### src/bmll_ram.sv
// Generic single-write, single-read RAM with a registered read port.
`timescale 1ns / 1ps
module bmll_ram #(
	parameter int WIDTH = 32,
	parameter int DEPTH = 8
) (
	input  logic                                   clk,
	input  logic                                   we,
	input  logic [(DEPTH > 1 ? $clog2(DEPTH) : 1)-1:0] waddr,
	input  logic [WIDTH-1:0]                       wdata,
	input  logic                                   re,
	input  logic [(DEPTH > 1 ? $clog2(DEPTH) : 1)-1:0] raddr,
	output logic [WIDTH-1:0]                       rdata
);
	logic [WIDTH-1:0] mem_q [DEPTH];

	always_ff @(posedge clk) begin
		if (we) begin
			mem_q[waddr] <= wdata;
		end
		if (re) begin
			rdata <= mem_q[raddr];
		end
	end
endmodule

### config.mk
export PLATFORM = sky130hd
export DESIGN_NAME = bmll_ram
export DESIGN_NICKNAME = d
export VERILOG_FILES = /design/src/bmll_ram.sv
export SDC_FILE = /design/constraint.sdc
export NUM_CORES = 1
export LEC_CHECK = 0
export ABC_AREA = 0
export BUFFER_PORTS_ARGS = -buffer_cell sky130_fd_sc_hd__buf_2
export CAP_MARGIN = 25
export CORE_MARGIN = 2
export CORE_UTILIZATION = 40
export CTS_CLUSTER_SIZE = 16
export DETAILED_ROUTE_END_ITERATION = 10
export GPL_ROUTABILITY_DRIVEN = 0
export PLACE_DENSITY = 0.69
export RECOVER_POWER = 50
export REMOVE_ABC_BUFFERS = 1
export SYNTH_ARGS = -nofsm -noshare
export SYNTH_HDL_FRONTEND = slang
export SYNTH_SLANG_ARGS = --single-unit
### constraint.sdc
create_clock -name clk -period 8.46 [get_ports clk]
set_input_delay 0 -clock clk [delete_from_list [all_inputs] [get_ports clk]]
set_output_delay 0 -clock clk [all_outputs]
set_load 0.005 [all_outputs]
* Word level (Yosys, flattened, before mapping) *
Memory sizes are Yosys's and may differ from the RTL's. A register that Yosys moved wholly into a read port is not among the register bits.
Index checks and enable logic that the tools add are counted.

storage, ports and cells
  input port bits = 41
  logic and storage cells = 3
  register bits = 0
  output and inout port bits = 32
  memories kept = 1
  bits in writable memories = 256

cells by class
  muxes and demuxes = 2

memory list
  memory  depth  bits a word  rd ports  clocked after Yosys merged registers in  write ports  line  text
  mem_q   8      32           1         1                                        1            15    logic [WIDTH-1:0] mem_q [DEPTH];

operators by type and width
  kind              number
  1-bit 2-to-1 mux  2

* Longest topological paths before layout *
Gate-level depths: netlist of the first run.

  depth in word-level cells = 2
  mapped depth = 4
  gate-level depth less buffers = 2

* Worst setup path after synthesis of the first run *
No wires, ideal clock.

  kind = input to register
  from = in waddr[2] (netlist name)
  to = mem mem_q[0][0], enable pin
  data required time = 7.999 ns
  arrival time = 2.386 ns
  library setup time = 0.461 ns
  stages = 2
  path slack = 5.613 ns
  buffers on the path = 0
  path through = nand2b_1 nor3_1

RTL lines
  what                line  text
  start: declaration  9     input logic [(DEPTH > 1 ? $clog2(DEPTH) : 1)-1:0] waddr,
  end: declaration    15

No word-level cell before the write port.

* Worst setup path after layout of the first run *
  from = in waddr[0] (netlist name)
  to = mem mem_q[6][22], enable pin

No word-level cell before the write port.

==> impl_metrics.py, run 1 <==
metrics = {
    "clock_network": {
        "cts_buffers": 28,
        "cts_num_sinks": 288,
        "clkLatencyLatePin_ns": 0.52,
        "cts.clk_slew.worst_paths_ns": 0.06,
        "ctsResizeCount": 0,
        "cts_root_buf": "clkbuf_16",
        "cts_tree": "built",
        "htree_levels": 1,
        "cts_buffer_depth": 3,
        "cts_setup_buffers": 0,
    },
    "placement": {
        "hpwlAfterDp_um": 10100,
        "placedInstanceArea_sq_mm": 0.0116,
        "io_buffers": 72,
    },
    "grt": {
        "grt_pass1_wl_um": 29700,
        "grt_max_degree": 65,
        "gr-total-overflow": 0,
        "antenna_found_initial": 0,
        "grt_pass1_vias": 5017,
        "grt.total_usage_pct": 14.1,
    },
    "route": {
        "wire_per_inst_um": 22.0,
        "avgViaCountPerCell": 5.13,
        "route.detailed.drc": 0,
        "routed_wirelength_um": 19900,
        "ant_nets": 0,
        "vias": 4636,
        "drt-initial-drc-count": 357,
        "first_pass_iters": 6,
    },
    "synthesis": {
        "netlist_area_sq_mm": 0.0108,
        "synthesis.instances": 415,
        "seq_area_frac_synth_pct": 80.2,
        "syn_area_per_cell_sq_um": 26.0,
        "ys_ff_latch": 288,
        "yosys_warnings": 0,
        "yosys.cell_types.count": 12,
    },
    "floorplan": {
        "die-area_sq_mm": 0.0283,
        "die_width_um": 168,
        "rows": 60,
        "core-area_sq_mm": 0.0267,
        "top_level_ports": 73,
        "die_y_um": 168,
        "start_util_pct": 40.4,
    },
    "setup_path": {
        "crit_arrival_ns": 2.16,
        "start_kind": "input pin",
        "endpoint_kind": "register",
        "crit_start": "waddr[0]",
        "worstReg2RegStart": "mem_q[1][28]",
        "crit_type": "input pin to register",
        "cp_max_fo": 32,
        "required_ns": 8.55,
    },
    "power": {
        "power_density_mw_per_mm2": 233,
        "p_leak_nw": 4.16,
        "ir_drop_mv": 0.133,
        "p_sw_share_pct": 19.4,
        "internal_power_mw": 2.39,
        "seqPwrFrac_pct": 55.5,
        "clockPowerShare_pct": 39.4,
        "combPwrFrac_pct": 5.1,
        "switching_power_uw": 575,
        "power_mw": 2.97,
    },
    "timing": {
        "max_slew_margin_pct": -56.0,
        "hold_violations": 0,
        "hold_ws_ns": 0.224,
        "drv_slew": 66,
        "fin_crit_ns": 2.07,
        "skew_ns": 0.00641,
        "tightest_slew_ns": 2.34,
        "fmax_mhz": 484,
        "setup_viol_count_final": 0,
        "tns_ns": 0,
        "rsz0062_at_grt": "false",
        "period_share_pct": 24.4,
    },
    "hold_path": {
        "hp-start": "waddr[1]",
        "hold_class": "input pin to register",
    },
    "final_layout": {
        "syn_to_final_growth_pct": 18.0,
        "nets": 582,
        "fillers": 2202,
        "mostFrequentLayoutCells": "288 x edfxtp_1, 42 x clkbuf_1, 40 x mux4_1",
        "mostFrequentLayoutCell": "edfxtp_1",
        "final_layout_size_suffix_gt1_share_pct": 26.3,
        "fin_area_sq_mm": 0.0127,
        "fin_util_pct": 47.6,
        "antennaDiodeCount": 0,
    },
    "outcome": {
        "status": "finished, violations left",
        "violations": "capacitance limit, slew limit",
    },
    "run": {
        "maxCapViolCount": 2,
    },
}
[flip-flops by register name, indices dropped and copies added (netlist names)]
name	flops
mem_q	256
rdata	32
[critical path: stages]
cell	delay (ns)
clkbuf_1	0.14
nand2b_1	0.25
nor2_4	0.10
clkbuf_1	1.65
[cells in the mapped netlist]
library cell | n | area [sq um]
edfxtp_1 | 288 | 8650
mux4_1 | 40 | 1050
mux2_2 | 32 | 360
mux4_2 | 24 | 541
buf_6 | 7 | 78.8
buf_2 | 6 | 30.0
nor2_1 | 6 | 22.5
buf_1 | 4 | 15.0
nand2b_1 | 3 | 18.8
nand2_1 | 2 | 7.51
nor3_1 | 2 | 10.0
clkbuf_1 | 1 | 3.75
[power groups by stage]
stage	Clock (mW)	Sequential (mW)	Combinational, mW
finish	1.17	1.65	0.152
global route	1.25	1.65	0.165
CTS	1.20	1.65	0.158
detailed placement	0	1.68	0.144
global placement	0	1.67	0.138
floorplan	0	1.67	0.0656
[cell type report]
class | instances | area (sq um) | area share (%)
Clock buffer | 36 | 752 | 5.91
Clock inverter | 15 | 119 | 0.934
Multi-Input combinational cell | 109 | 2070 | 16.2
Sequential cell | 288 | 8650 | 68.0
Tap cell | 341 | 427 | 3.35
Timing Repair Buffer | 114 | 712 | 5.60
[cell families after synthesis]
| kind of cell | Yosys count | share of synthesized area, % |
|---|---|---|
| buffers and inverters | 18 | 1.18 |
| flip-flops | 288 | 80.2 |
| multiplexers | 96 | 18.1 |
| AND/OR/NAND/NOR | 13 | 0.545 |
[per-stage QoR]
stage               setup WS [ns]  std cells
finish                       6.39        903
global route                 6.24        903
CTS                          6.68        903
detailed placement           6.13        820
global placement             6.18        820
floorplan                    5.61        397
[path summary, 6_finish.rpt]
path                  end  slack, ns  cells after the start
max reg2reg     rdata[28]       7.04                      2
min reg2reg      rdata[5]       0.74                      2
min          mem_q[4][26]       0.22                      3
max          mem_q[6][22]       6.39                      4
[layer usage]
| metal | share of wire, % | vias up | GRT usage (%) | wire length (um) |
|---|---|---|---|---|
| met5 | 0 | - | 0 | 0 |
| met4 | 1.0 | 0 | 3.22 | 208 |
| met3 | 4.9 | 19 | 2.59 | 970 |
| met2 | 51 | 118 | 24.1 | 10200 |
| met1 | 43 | 2434 | 19.0 | 8500 |
| li1 | - | 2065 | - | - |
[repair_timing]
action / 4_1_cts / 5_1_grt
hold buffers: 32 / 0
setup endpoints to repair: 0 / 0
hold endpoints to repair: 256 / 0
Note: power is estimated with default switching activity, not from simulation.
==> run 2: changes to the inputs <==
clock period = 2.1 ns   (was 8.46 ns; I/O delays follow)
==> impl_metrics.py, run 2 (synthesis gave the netlist of run 1 again) <==
metrics = {
    "power": {
        "power_mw": 11.8,
        "ir_drop_mv": 0.593,
        "p_leak_nw": 4.21,
        "power_density_mw_per_mm2": 918,
    },
    "clock_network": {
        "clkLatencyLatePin_ns": 0.54,
        "cts_buffer_depth": 3,
        "htree_levels": 1,
        "cts_root_buf": "clkbuf_16",
        "cts_num_sinks": 288,
        "ctsResizeCount": 0,
        "cts_buffers": 28,
        "cts.clk_slew.worst_paths_ns": 0.06,
        "cts_setup_buffers": 0,
        "ctsHoldBuffers": 33,
        "cts_tree": "built",
    },
    "outcome": {
        "status": "completed",
    },
    "setup_path": {
        "endpoint_kind": "register",
        "crit_arrival_ns": 1.71,
        "cp_max_fo": 1,
        "required_ns": 2.38,
        "start_kind": "register",
        "rr_worst_depth": 2,
        "crit_type": "register to register",
    },
    "floorplan": {
        "top_level_ports": 73,
        "die_y_um": 168,
        "core-area_sq_mm": 0.0267,
        "rows": 60,
        "die-area_sq_mm": 0.0283,
        "die_width_um": 168,
        "start_util_pct": 40.4,
    },
    "placement": {
        "hpwlAfterDp_um": 10300,
        "placedInstanceArea_sq_mm": 0.0117,
        "io_buffers": 72,
        "dp.cells": 824,
        "pre_cts_slack_ns": 0.551,
    },
    "timing": {
        "worst_slack_ns": 0.671,
        "drv_slew": 0,
        "max_slew_margin_pct": 27.9,
        "tightest_slew_ns": 1.08,
        "period_share_pct": 68.0,
        "tns_ns": 0,
        "skew_ns": 0.00656,
        "rsz0062_at_grt": "false",
        "hold_violations": 0,
        "setup_viol_count_final": 0,
        "fin_crit_ns": 1.43,
        "fmax_mhz": 700,
        "hold_ws_ns": 0.0491,
    },
    "final_layout": {
        "fin_util_pct": 48.0,
        "final_layout_size_suffix_gt1_share_pct": 27.2,
        "fin_cells": 908,
        "fin_area_sq_mm": 0.0128,
        "mostFrequentLayoutCell": "edfxtp_1",
        "antennaDiodeCount": 0,
        "largest_register_ffs": 256,
        "nets": 587,
        "syn_to_final_growth_pct": 19.0,
        "largest_register": "mem_q",
        "mostFrequentLayoutCells": "288 x edfxtp_1, 40 x mux4_1, 38 x clkbuf_1, 38 x buf_2, 33 x dlygate4sd3_1",
        "largestRegisters": "mem_q (256), rdata (32)",
    },
    "route": {
        "drt-initial-drc-count": 321,
        "route.detailed.drc": 0,
        "vias": 4657,
        "avgViaCountPerCell": 5.13,
        "wire_per_inst_um": 21.4,
        "first_pass_iters": 4,
        "ant_nets": 0,
        "routed_wirelength_um": 19400,
    },
    "hold_path": {
        "hold_class": "input pin to register",
        "hold_depth": 3,
    },
    "grt": {
        "grt.total_usage_pct": 13.9,
        "grt_pass1_vias": 5001,
        "grt_max_degree": 65,
        "gr-total-overflow": 0,
        "antenna_found_initial": 0,
        "grt_pass1_wl_um": 29100,
    },
    "run": {
        "maxCapViolCount": 0,
    },
}
## run 2: cell count changes in the layout (fill, tap and decap cells not counted), sizes merged
cell and change:
clkinv +5, buf +4, clkbuf -3, bufinv -1
clkinvlp -1, dlygate4sd3 +1
## run 2: path summary, 6_finish.rpt
check                             startpoint          end  slack (ns)
worst max-delay path             mem_q[3][4]     rdata[4]        0.67
worst min register to register  mem_q[2][26]    rdata[26]        0.75
worst min-delay path                waddr[0]  mem_q[4][8]        0.05
worst max register to register   mem_q[3][4]     rdata[4]        0.67
## run 2: area by class of cell
type                       count  area (sq um)
sequential                   288          8650
multi-input combinational    109          2070
clock buffer                  33           719
tap                          341           427
fill                        2146         13900
timing repair buffer         119           865
clock inverter                18           115
## run 2: power breakdown
part           leakage [nW]  internal [mW]  switching [mW]
Clock                 0.413           2.56            1.97
Sequential             2.64           6.57          0.0554
Combinational          1.16          0.320           0.313
Total                  4.21           9.45            2.34
## run 2: routing by layer
metal | global-route usage, % | share of wire [%] | vias up
met5 | 0 | 0 | -
met3 | 2.63 | 4.9 | 27
met4 | 3.49 | 1.6 | 0
met2 | 24.5 | 51 | 111
li1 | - | - | 2085
met1 | 17.8 | 42 | 2434
## run 2: critical path, stage by stage, from the launching register on
cell and delay (ns):
edfxtp_1 0.37, mux4_1 0.52, mux2_2 0.28
