**config.mk**
```make
export PLATFORM = sky130hd
export DESIGN_NAME = bmll_acc
export DESIGN_NICKNAME = d
export VERILOG_FILES = /design/src/bmll_pkg.sv /design/src/bmll_acc.sv
export SDC_FILE = /design/constraint.sdc
export NUM_CORES = 2
export LEC_CHECK = 0
export BUFFER_PORTS_ARGS = -buffer_cell sky130_fd_sc_hd__buf_2
export CAP_MARGIN = 20
export CORE_UTILIZATION = 60
export DETAILED_ROUTE_END_ITERATION = 12
export PLACE_DENSITY = 0.78
export SLEW_MARGIN = 30
export SYNTH_ARGS = -nofsm -noshare
export SYNTH_HDL_FRONTEND = slang
export SYNTH_SLANG_ARGS = --single-unit
```
**constraint.sdc**
```tcl
create_clock -name clk -period 4.4 [get_ports clk]
set_input_delay 0.22 -clock clk [delete_from_list [all_inputs] [get_ports clk]]
set_output_delay 0.22 -clock clk [all_outputs]
set_load 0.1 [all_outputs]
```
**src/bmll_pkg.sv**
```systemverilog
// Types and constants of the Bernoulli mixture log-likelihood unit.
`timescale 1ns / 1ps
package bmll_pkg;
	localparam int MAX_DIMS       = 32;
	localparam int MAX_COMPONENTS = 8;

	localparam int OP_W    = 2;
	localparam int COMP_W  = 3;
	localparam int DIM_W   = 5;
	localparam int LOG_W   = 32;
	localparam int BITS_W  = 32;
	localparam int RESP_W  = 17;
	localparam int TOTAL_W = 64;

	localparam int CFG_IDX_W  = 2;
	localparam int CFG_DATA_W = 6;
	localparam int NDIM_W     = 6;
	localparam int NCOMP_W    = 4;

	localparam int COMP_ADDR_W = (MAX_COMPONENTS > 1) ? $clog2(MAX_COMPONENTS) : 1;
	localparam int GROUP       = 8;
	localparam int NGROUPS     = (MAX_DIMS + GROUP - 1) / GROUP;
	localparam int PART_W      = LOG_W + $clog2(GROUP) + 1;
	localparam int TERM_W      = LOG_W + $clog2(MAX_DIMS + 1) + 1;
	localparam int PROD_W      = TERM_W + RESP_W + 1;
	localparam int UNW_SHIFT   = 16;

	typedef enum logic [OP_W-1:0] {
		OP_LOAD_ONE    = 2'd0,
		OP_LOAD_ZERO   = 2'd1,
		OP_LOAD_WEIGHT = 2'd2,
		OP_SCORE       = 2'd3
	} op_t;

	typedef enum logic [CFG_IDX_W-1:0] {
		CFG_WEIGHT_MODE       = 2'd0,
		CFG_DIMS_IN_USE       = 2'd1,
		CFG_COMPONENTS_IN_USE = 2'd2
	} cfg_idx_t;

	typedef struct packed {
		logic              active;
		logic              last;
		logic              unweighted;
		logic [RESP_W-1:0] resp;
	} score_ctl_t;
endpackage

```
**src/bmll_acc.sv**
```systemverilog
// Responsibility multiply (a left shift in unweighted mode), saturating accumulator and result register.
`timescale 1ns / 1ps
module bmll_acc (
	input  logic                                clk,
	input  logic                                arst_n,
	input  logic                                valid_s3,
	input  bmll_pkg::score_ctl_t                ctl_s3,
	input  logic signed [bmll_pkg::TERM_W-1:0]  term_s3,
	output logic                                en,
	output logic                                out_valid,
	input  logic                                out_ready,
	output logic signed [bmll_pkg::TOTAL_W-1:0] out_total,
	output logic                                out_sat
);
	import bmll_pkg::*;

	localparam logic signed [TOTAL_W-1:0] TOTAL_MAX = {1'b0, {(TOTAL_W-1){1'b1}}};
	localparam logic signed [TOTAL_W-1:0] TOTAL_MIN = {1'b1, {(TOTAL_W-1){1'b0}}};

	logic                      valid_s4;
	score_ctl_t                ctl_s4;
	logic signed [PROD_W-1:0]  prod;
	logic signed [PROD_W-1:0]  prod_s4;
	logic signed [TOTAL_W:0]   sum;
	logic                      ovf;
	logic signed [TOTAL_W-1:0] next_total;
	logic signed [TOTAL_W-1:0] total_q;
	logic                      ovf_seen_q;
	logic                      take;

	assign en   = !(valid_s4 && ctl_s4.last && out_valid && !out_ready);
	assign take = valid_s4 && en;

	always_comb begin
		if (!ctl_s3.active) begin
			prod = '0;
		end else if (ctl_s3.unweighted) begin
			prod = PROD_W'(signed'({term_s3, {UNW_SHIFT{1'b0}}}));
		end else begin
			prod = PROD_W'(term_s3 * signed'({1'b0, ctl_s3.resp}));
		end
	end

	always_comb begin
		sum = {total_q[TOTAL_W-1], total_q} + (TOTAL_W+1)'(prod_s4);
		ovf = sum[TOTAL_W] ^ sum[TOTAL_W-1];
		if (ovf) begin
			next_total = sum[TOTAL_W] ? TOTAL_MIN : TOTAL_MAX;
		end else begin
			next_total = sum[TOTAL_W-1:0];
		end
	end

	always_ff @(posedge clk or negedge arst_n) begin
		if (!arst_n) begin
			valid_s4   <= 1'b0;
			total_q    <= '0;
			ovf_seen_q <= 1'b0;
			out_valid  <= 1'b0;
		end else begin
			if (en) begin
				valid_s4 <= valid_s3;
			end
			if (take) begin
				if (ctl_s4.last) begin
					total_q    <= '0;
					ovf_seen_q <= 1'b0;
				end else begin
					total_q    <= next_total;
					ovf_seen_q <= ovf_seen_q | ovf;
				end
			end
			if (take && ctl_s4.last) begin
				out_valid <= 1'b1;
			end else if (out_ready) begin
				out_valid <= 1'b0;
			end
		end
	end

	always_ff @(posedge clk) begin
		if (en) begin
			ctl_s4  <= ctl_s3;
			prod_s4 <= prod;
		end
		if (take && ctl_s4.last) begin
			out_total <= next_total;
			out_sat   <= ovf_seen_q | ovf;
		end
	end
endmodule

```
[After elaboration in Yosys (flattened, before gate mapping)]
Index checks and enable logic that the tools add are counted.
Widths: inputs -> output; s select.
Operators by class
  $add $sub $neg: 1
  bitwise gates (word level): 3
  muxes and demuxes: 7
  multipliers: 1
  reduce and logical (&&, ||, !) cells: 9
Operators with widths (count)
  $mux 64: 3
  $add 64x57->65: 1
  $mul 39x18->57: 1
  $mux 57: 1
  $logic_and 1x1->1: 5
  $mux 1: 3
  $logic_not 1->1: 2
  $reduce_bool 2->1: 1
  $reduce_or 2->1: 1
  $not 1->1: 1
  $or 1x1->1: 1
  $xor 1x1->1: 1
Storage, ports and cells
  output and inout bits: 67
  input port bits: 63
  register bits after elaboration: 190
  logic and storage cells: 30

[Logic depth before layout (Yosys ltp)]
  depth after elaboration: 7
  gate-level depth with buffers: 26
  mapped depth without buffers: 24

[Least setup slack after synthesis]
OpenSTA, ideal clock, no wires.
  path type: input port to flip-flop
  start point: in term_s3[9] in the netlist's numbering
  end point: reg prod_s4[48] (data pin)
  setup slack: -2.098 ns
  buffers on the path: 2
  library setup time: 0.147 ns
  arrival: 6.351 ns
  stages on the path: 25
  required time: 4.253 ns
  cells stage by stage: clkbuf_1 > clkbuf_1 > nand2_1 > fa_1 > fa_1 > inv_1 > fa_1 > inv_1 > fa_1 > inv_1 > fa_1 > inv_1 > fa_1 > inv_1 > ha_1 > a211oi_1 > o21ai_0 > a21oi_1 > o311ai_2 > a21bo_2 > a41oi_2 > o2111ai_1 > nand3_1 > or3b_2 > a21oi_1
On the way
  word-level cells in the longest chain between the ends: 2
RTL lines
  from (decl): RTL line bmll_acc.sv:8  | input logic signed [bmll_pkg::TERM_W-1:0] term_s3,
  $mul 39x18->57: RTL line bmll_acc.sv:40  | prod = PROD_W'(term_s3 * signed'({1'b0, ctl_s3.resp}));
  $mux 57: RTL line bmll_acc.sv:37  | end else if (ctl_s3.unweighted) begin
  to (signal assigned): RTL line bmll_acc.sv:84  | prod_s4 <= prod;
  to (decl): RTL line bmll_acc.sv:23  | logic signed [PROD_W-1:0] prod_s4;
No other way between the ends.
A chain may end at the register's enable or synchronous reset.

[Final worst setup path]
  start point: in term_s3[7] in the netlist's numbering
  end point: reg prod_s4[47] (data pin)
Same word-level chain as after synthesis.

==> impl_summary.txt <==
----------------------------------------------------
[Layout]
  Number of nets in the finished design ... slightly above 5000
  Fraction of final layout cells with drive strength greater than 1 ... 19.47%
  Post-route insts no fill ... 4963
  Core utilization of the finished layout ... 72.74%
  Area added between synthesis and finish ... 20.01%

[Synth]
  Fraction of synthesized cell area taken by the top area cell type ... 36.72%
  Synthesized Nets ... 4702
  Average cell area after synthesis ... 8.957 um2
  Post-synth EDFFs ... 123
  Ys flop type ... sky130_fd_sc_hd__edfxtp_1
  Synth area leader ... sky130_fd_sc_hd__fa_1
  Commonest cells in the netlist ... 746 x sky130_fd_sc_hd__inv_1, 627 x sky130_fd_sc_hd__fa_1, 547 x sky130_fd_sc_hd__nand2_1, 302 x sky130_fd_sc_hd__and2_1, 196 x sky130_fd_sc_hd__ha_1
  Synth area leaders ... sky130_fd_sc_hd__fa_1 37%, sky130_fd_sc_hd__edfxtp_1 11%, sky130_fd_sc_hd__inv_1 8.2%
  Post-synthesis instance area ... between 30000 and 40000 um2
  Most common cell in the netlist ... sky130_fd_sc_hd__inv_1
  Mapped Cells ... 3816
  Number of flip-flops and latches in the synthesized netlist ... 190
  Warnings from Yosys ... 0
  Share of synthesized registers carrying an async set or reset ... 35.26%
  Count of distinct cell types in the synthesized netlist ... 84
  Sequential-to-total area share from yosys stat ... 15.71%

[Placed design]
  Placed instance count ... just under 5000
  Placement Setup Slack ... -1.923 ns
  GPL Wtd Cong ... 0.9518
  Buffers on Ports ... 129
  HPWL after DPL ... 75.78 mm

[Global routing]
  Number of global-route vias before repair ... 29725
  Total Routing Usage GR ... 34.95%
  Antenna violations before repair ... 4
  Total congestion overflow after global routing ... 0
  Largest net degree at the start of global routing ... 77
  Global-route wire length before repair ... 156.5 mm

[Die]
  Total number of placement rows ... 87
  Initial core utilization ... 60.62%
  Die width ... ~240 um
  I/O pin total ... 130
  Floorplan die height ... 240.7 um
  Core area ... 56390 um2
  Die outline area ... about 58000 um2

[Detailed routing]
  Remaining antenna violation count ... 0
  Routed via count ... 28447
  Initial DRC count ... between 2000 and 2500
  Number of optimization iterations in the first detailed-route pass ... 6
  Overall routed net length ... 98.70 mm
  Via-to-Cell Ratio ... 5.732
  DRC viols ... 0
  Detail-routed net length per standard cell ... between 15 and 20 um

[Timing]
  Clock skew ... approximately 0.012 ns
  Final-report setup violation count ... 45
  Endpoints failing hold ... 0
  Final worst-path cycle share ... 130.2%
  Final count of pins violating max slew ... 0
  Peak Freq ... about 170 MHz
  RSZ-0062 raised after global routing ... yes
  Actual slew at the worst max-slew pin ... 0.9580 ns
  Headroom to the max-slew limit ... 36.13%
  Fin worst setup slack ... -1.329 ns
  Shortest period the worst path allows ... 5.729 ns

[Setup path]
  Element type at the critical path end ... register
  Worst Path Max Fanout ... 5
  WP data arrival ... 5.95 ns
  Critical setup path kind ... in -> reg
  Crit path launch type ... input pin
  Worst Path Required ... 4.62 ns

[Clock tree]
  H-tree depth ... 4
  Clock slew at the register clock pins of the worst setup and hold paths ... ~0.07 ns
  CTS root buffer ... sky130_fd_sc_hd__clkbuf_16
  CTS tree ... done
  Clock Tree Buf Depth ... 2
  Number of buffers added by the clock tree synthesis step ... 17
  Total clock sinks ... 190
  Clk Latency, worst-skew pair ... 0.46 ns

[Flow run]
  Reported max-cap violation count ... 0

[Worst hold path]
  Worst min-delay path class ... in -> reg

[Run status]
  Violations in the final reports ... setup timing
  Result of the run ... finished, violations left

----------------------------------------------------
## worst max-delay path: stages
cell and delay [ns]:
sky130_fd_sc_hd__buf_12 0.11, sky130_fd_sc_hd__and2_4 0.15, sky130_fd_sc_hd__fa_1 0.56, sky130_fd_sc_hd__inv_2 0.05, sky130_fd_sc_hd__fa_1 0.53, sky130_fd_sc_hd__inv_1 0.05
sky130_fd_sc_hd__fa_1 0.50, sky130_fd_sc_hd__inv_1 0.06, sky130_fd_sc_hd__fa_1 0.50, sky130_fd_sc_hd__inv_2 0.04, sky130_fd_sc_hd__fa_1 0.47, sky130_fd_sc_hd__inv_1 0.05
sky130_fd_sc_hd__fa_1 0.51, sky130_fd_sc_hd__inv_2 0.04, sky130_fd_sc_hd__ha_4 0.16, sky130_fd_sc_hd__buf_6 0.10, sky130_fd_sc_hd__a21o_1 0.16, sky130_fd_sc_hd__a21o_1 0.19
sky130_fd_sc_hd__a21oi_2 0.20, sky130_fd_sc_hd__and3_4 0.24, sky130_fd_sc_hd__a21oi_4 0.08, sky130_fd_sc_hd__nand3_4 0.13, sky130_fd_sc_hd__a31oi_4 0.12, sky130_fd_sc_hd__or2_4 0.25
sky130_fd_sc_hd__a211o_1 0.26, sky130_fd_sc_hd__a32o_1 0.20
## registers in the layout, indices dropped and copies added, names as in the netlist
register and flops:
out_sat 1, prod_s4 57, ctl_s4 1, ovf_seen_q 1, valid_s4 1, out_valid 1, total_q 64, out_total 64
## layer usage
| metal | part of all wire (%) | GRT usage, % |
|---|---|---|
| met5 | 0 | 0 |
| met1 | 39 | 46.44 |
| met3 | 10 | 7.320 |
| met4 | 3.9 | 13.14 |
| met2 | 47 | 56.52 |
## cell usage in the layout (no fill, tap or decap), types with 34 or more instances in the layout
master,Yosys,layout
sky130_fd_sc_hd__ha_1,196,168
sky130_fd_sc_hd__a21o_1,58,58
sky130_fd_sc_hd__xor2_1,40,40
sky130_fd_sc_hd__dfrtp_1,67,67
sky130_fd_sc_hd__o21ai_0,98,74
sky130_fd_sc_hd__fa_1,627,600
sky130_fd_sc_hd__buf_6,3,52
sky130_fd_sc_hd__xnor2_1,54,48
sky130_fd_sc_hd__nand2_1,547,537
sky130_fd_sc_hd__buf_12,0,44
sky130_fd_sc_hd__o21ai_1,49,62
sky130_fd_sc_hd__edfxtp_1,123,123
sky130_fd_sc_hd__buf_4,3,359
sky130_fd_sc_hd__buf_2,21,89
sky130_fd_sc_hd__and2_1,302,277
sky130_fd_sc_hd__inv_1,746,720
sky130_fd_sc_hd__a21oi_1,137,111
sky130_fd_sc_hd__nor2_1,157,151
sky130_fd_sc_hd__nand4_1,34,34
## layout make-up
class,count,area [um2]
repair buffers,565,5087
flip-flops and latches,190,5370
clock inverters,15,181.4
well taps,756,945.9
diodes,5,12.51
fillers,3841,15370
clock buffers,17,425.4
inverters,746,2800
multi-input cells,2669,26200
## repair_timing
| item | in CTS | in global routing |
|---|---|---|
| setup endpoints to repair | 47 | 47 |
| gates cloned | 9 | 2 |
| resized for setup | 222 | 65 |
| buffers inserted | 52 | 14 |
| hold buffers | 3 | 0 |
| pin swaps | 110 | 66 |
| hold endpoints to repair | 33 | 0 |
## final timing paths
| kind | from | to | slack, ns | cells past startpoint |
|---|---|---|---|---|
| min | out_ready | out_valid | 0.12 | 3 |
| min in group asynchronous | arst_n | total_q[19] | 0.39 | 2 |
| max in group asynchronous | arst_n | total_q[49] | 2.97 | 3 |
| min reg2reg | total_q[17] | total_q[17] | 0.50 | 2 |
| max | term_s3[7] | prod_s4[47] | -1.33 | 26 |
| max reg2reg | prod_s4[13] | out_total[32] | 0.17 | 11 |
## logic make-up (layout without fill, tap and decap cells)
group	after synthesis	after routing	share of synthesized area [%]
muxes	13	13	0.3990
AOI/OAI and AO/OA	530	530	9.990
DFF	190	190	15.71
adders and majority gates	830	830	44.10
and+or+nand+nor	1202	1202	16.70
xor gates and xnor gates	94	94	2.409
buffers and inverters	957	1343	10.69
other	0	5	0
## per-stage QoR
stage	setup TNS, ns	cell area (um2)	hold slack [ns]
CTS	-44.40	40670	0.1054
finish	-48.97	41020	0.1185
global placement	-70.65	38580	0.3374
floorplan	-48.56	34980	-0.07559
global route	-56.38	41010	0.1517
detailed placement	-75.13	38580	0.3555
Power is not shown: default switching activity piles up to over one toggle a cycle in this logic, so the estimate is an artifact.
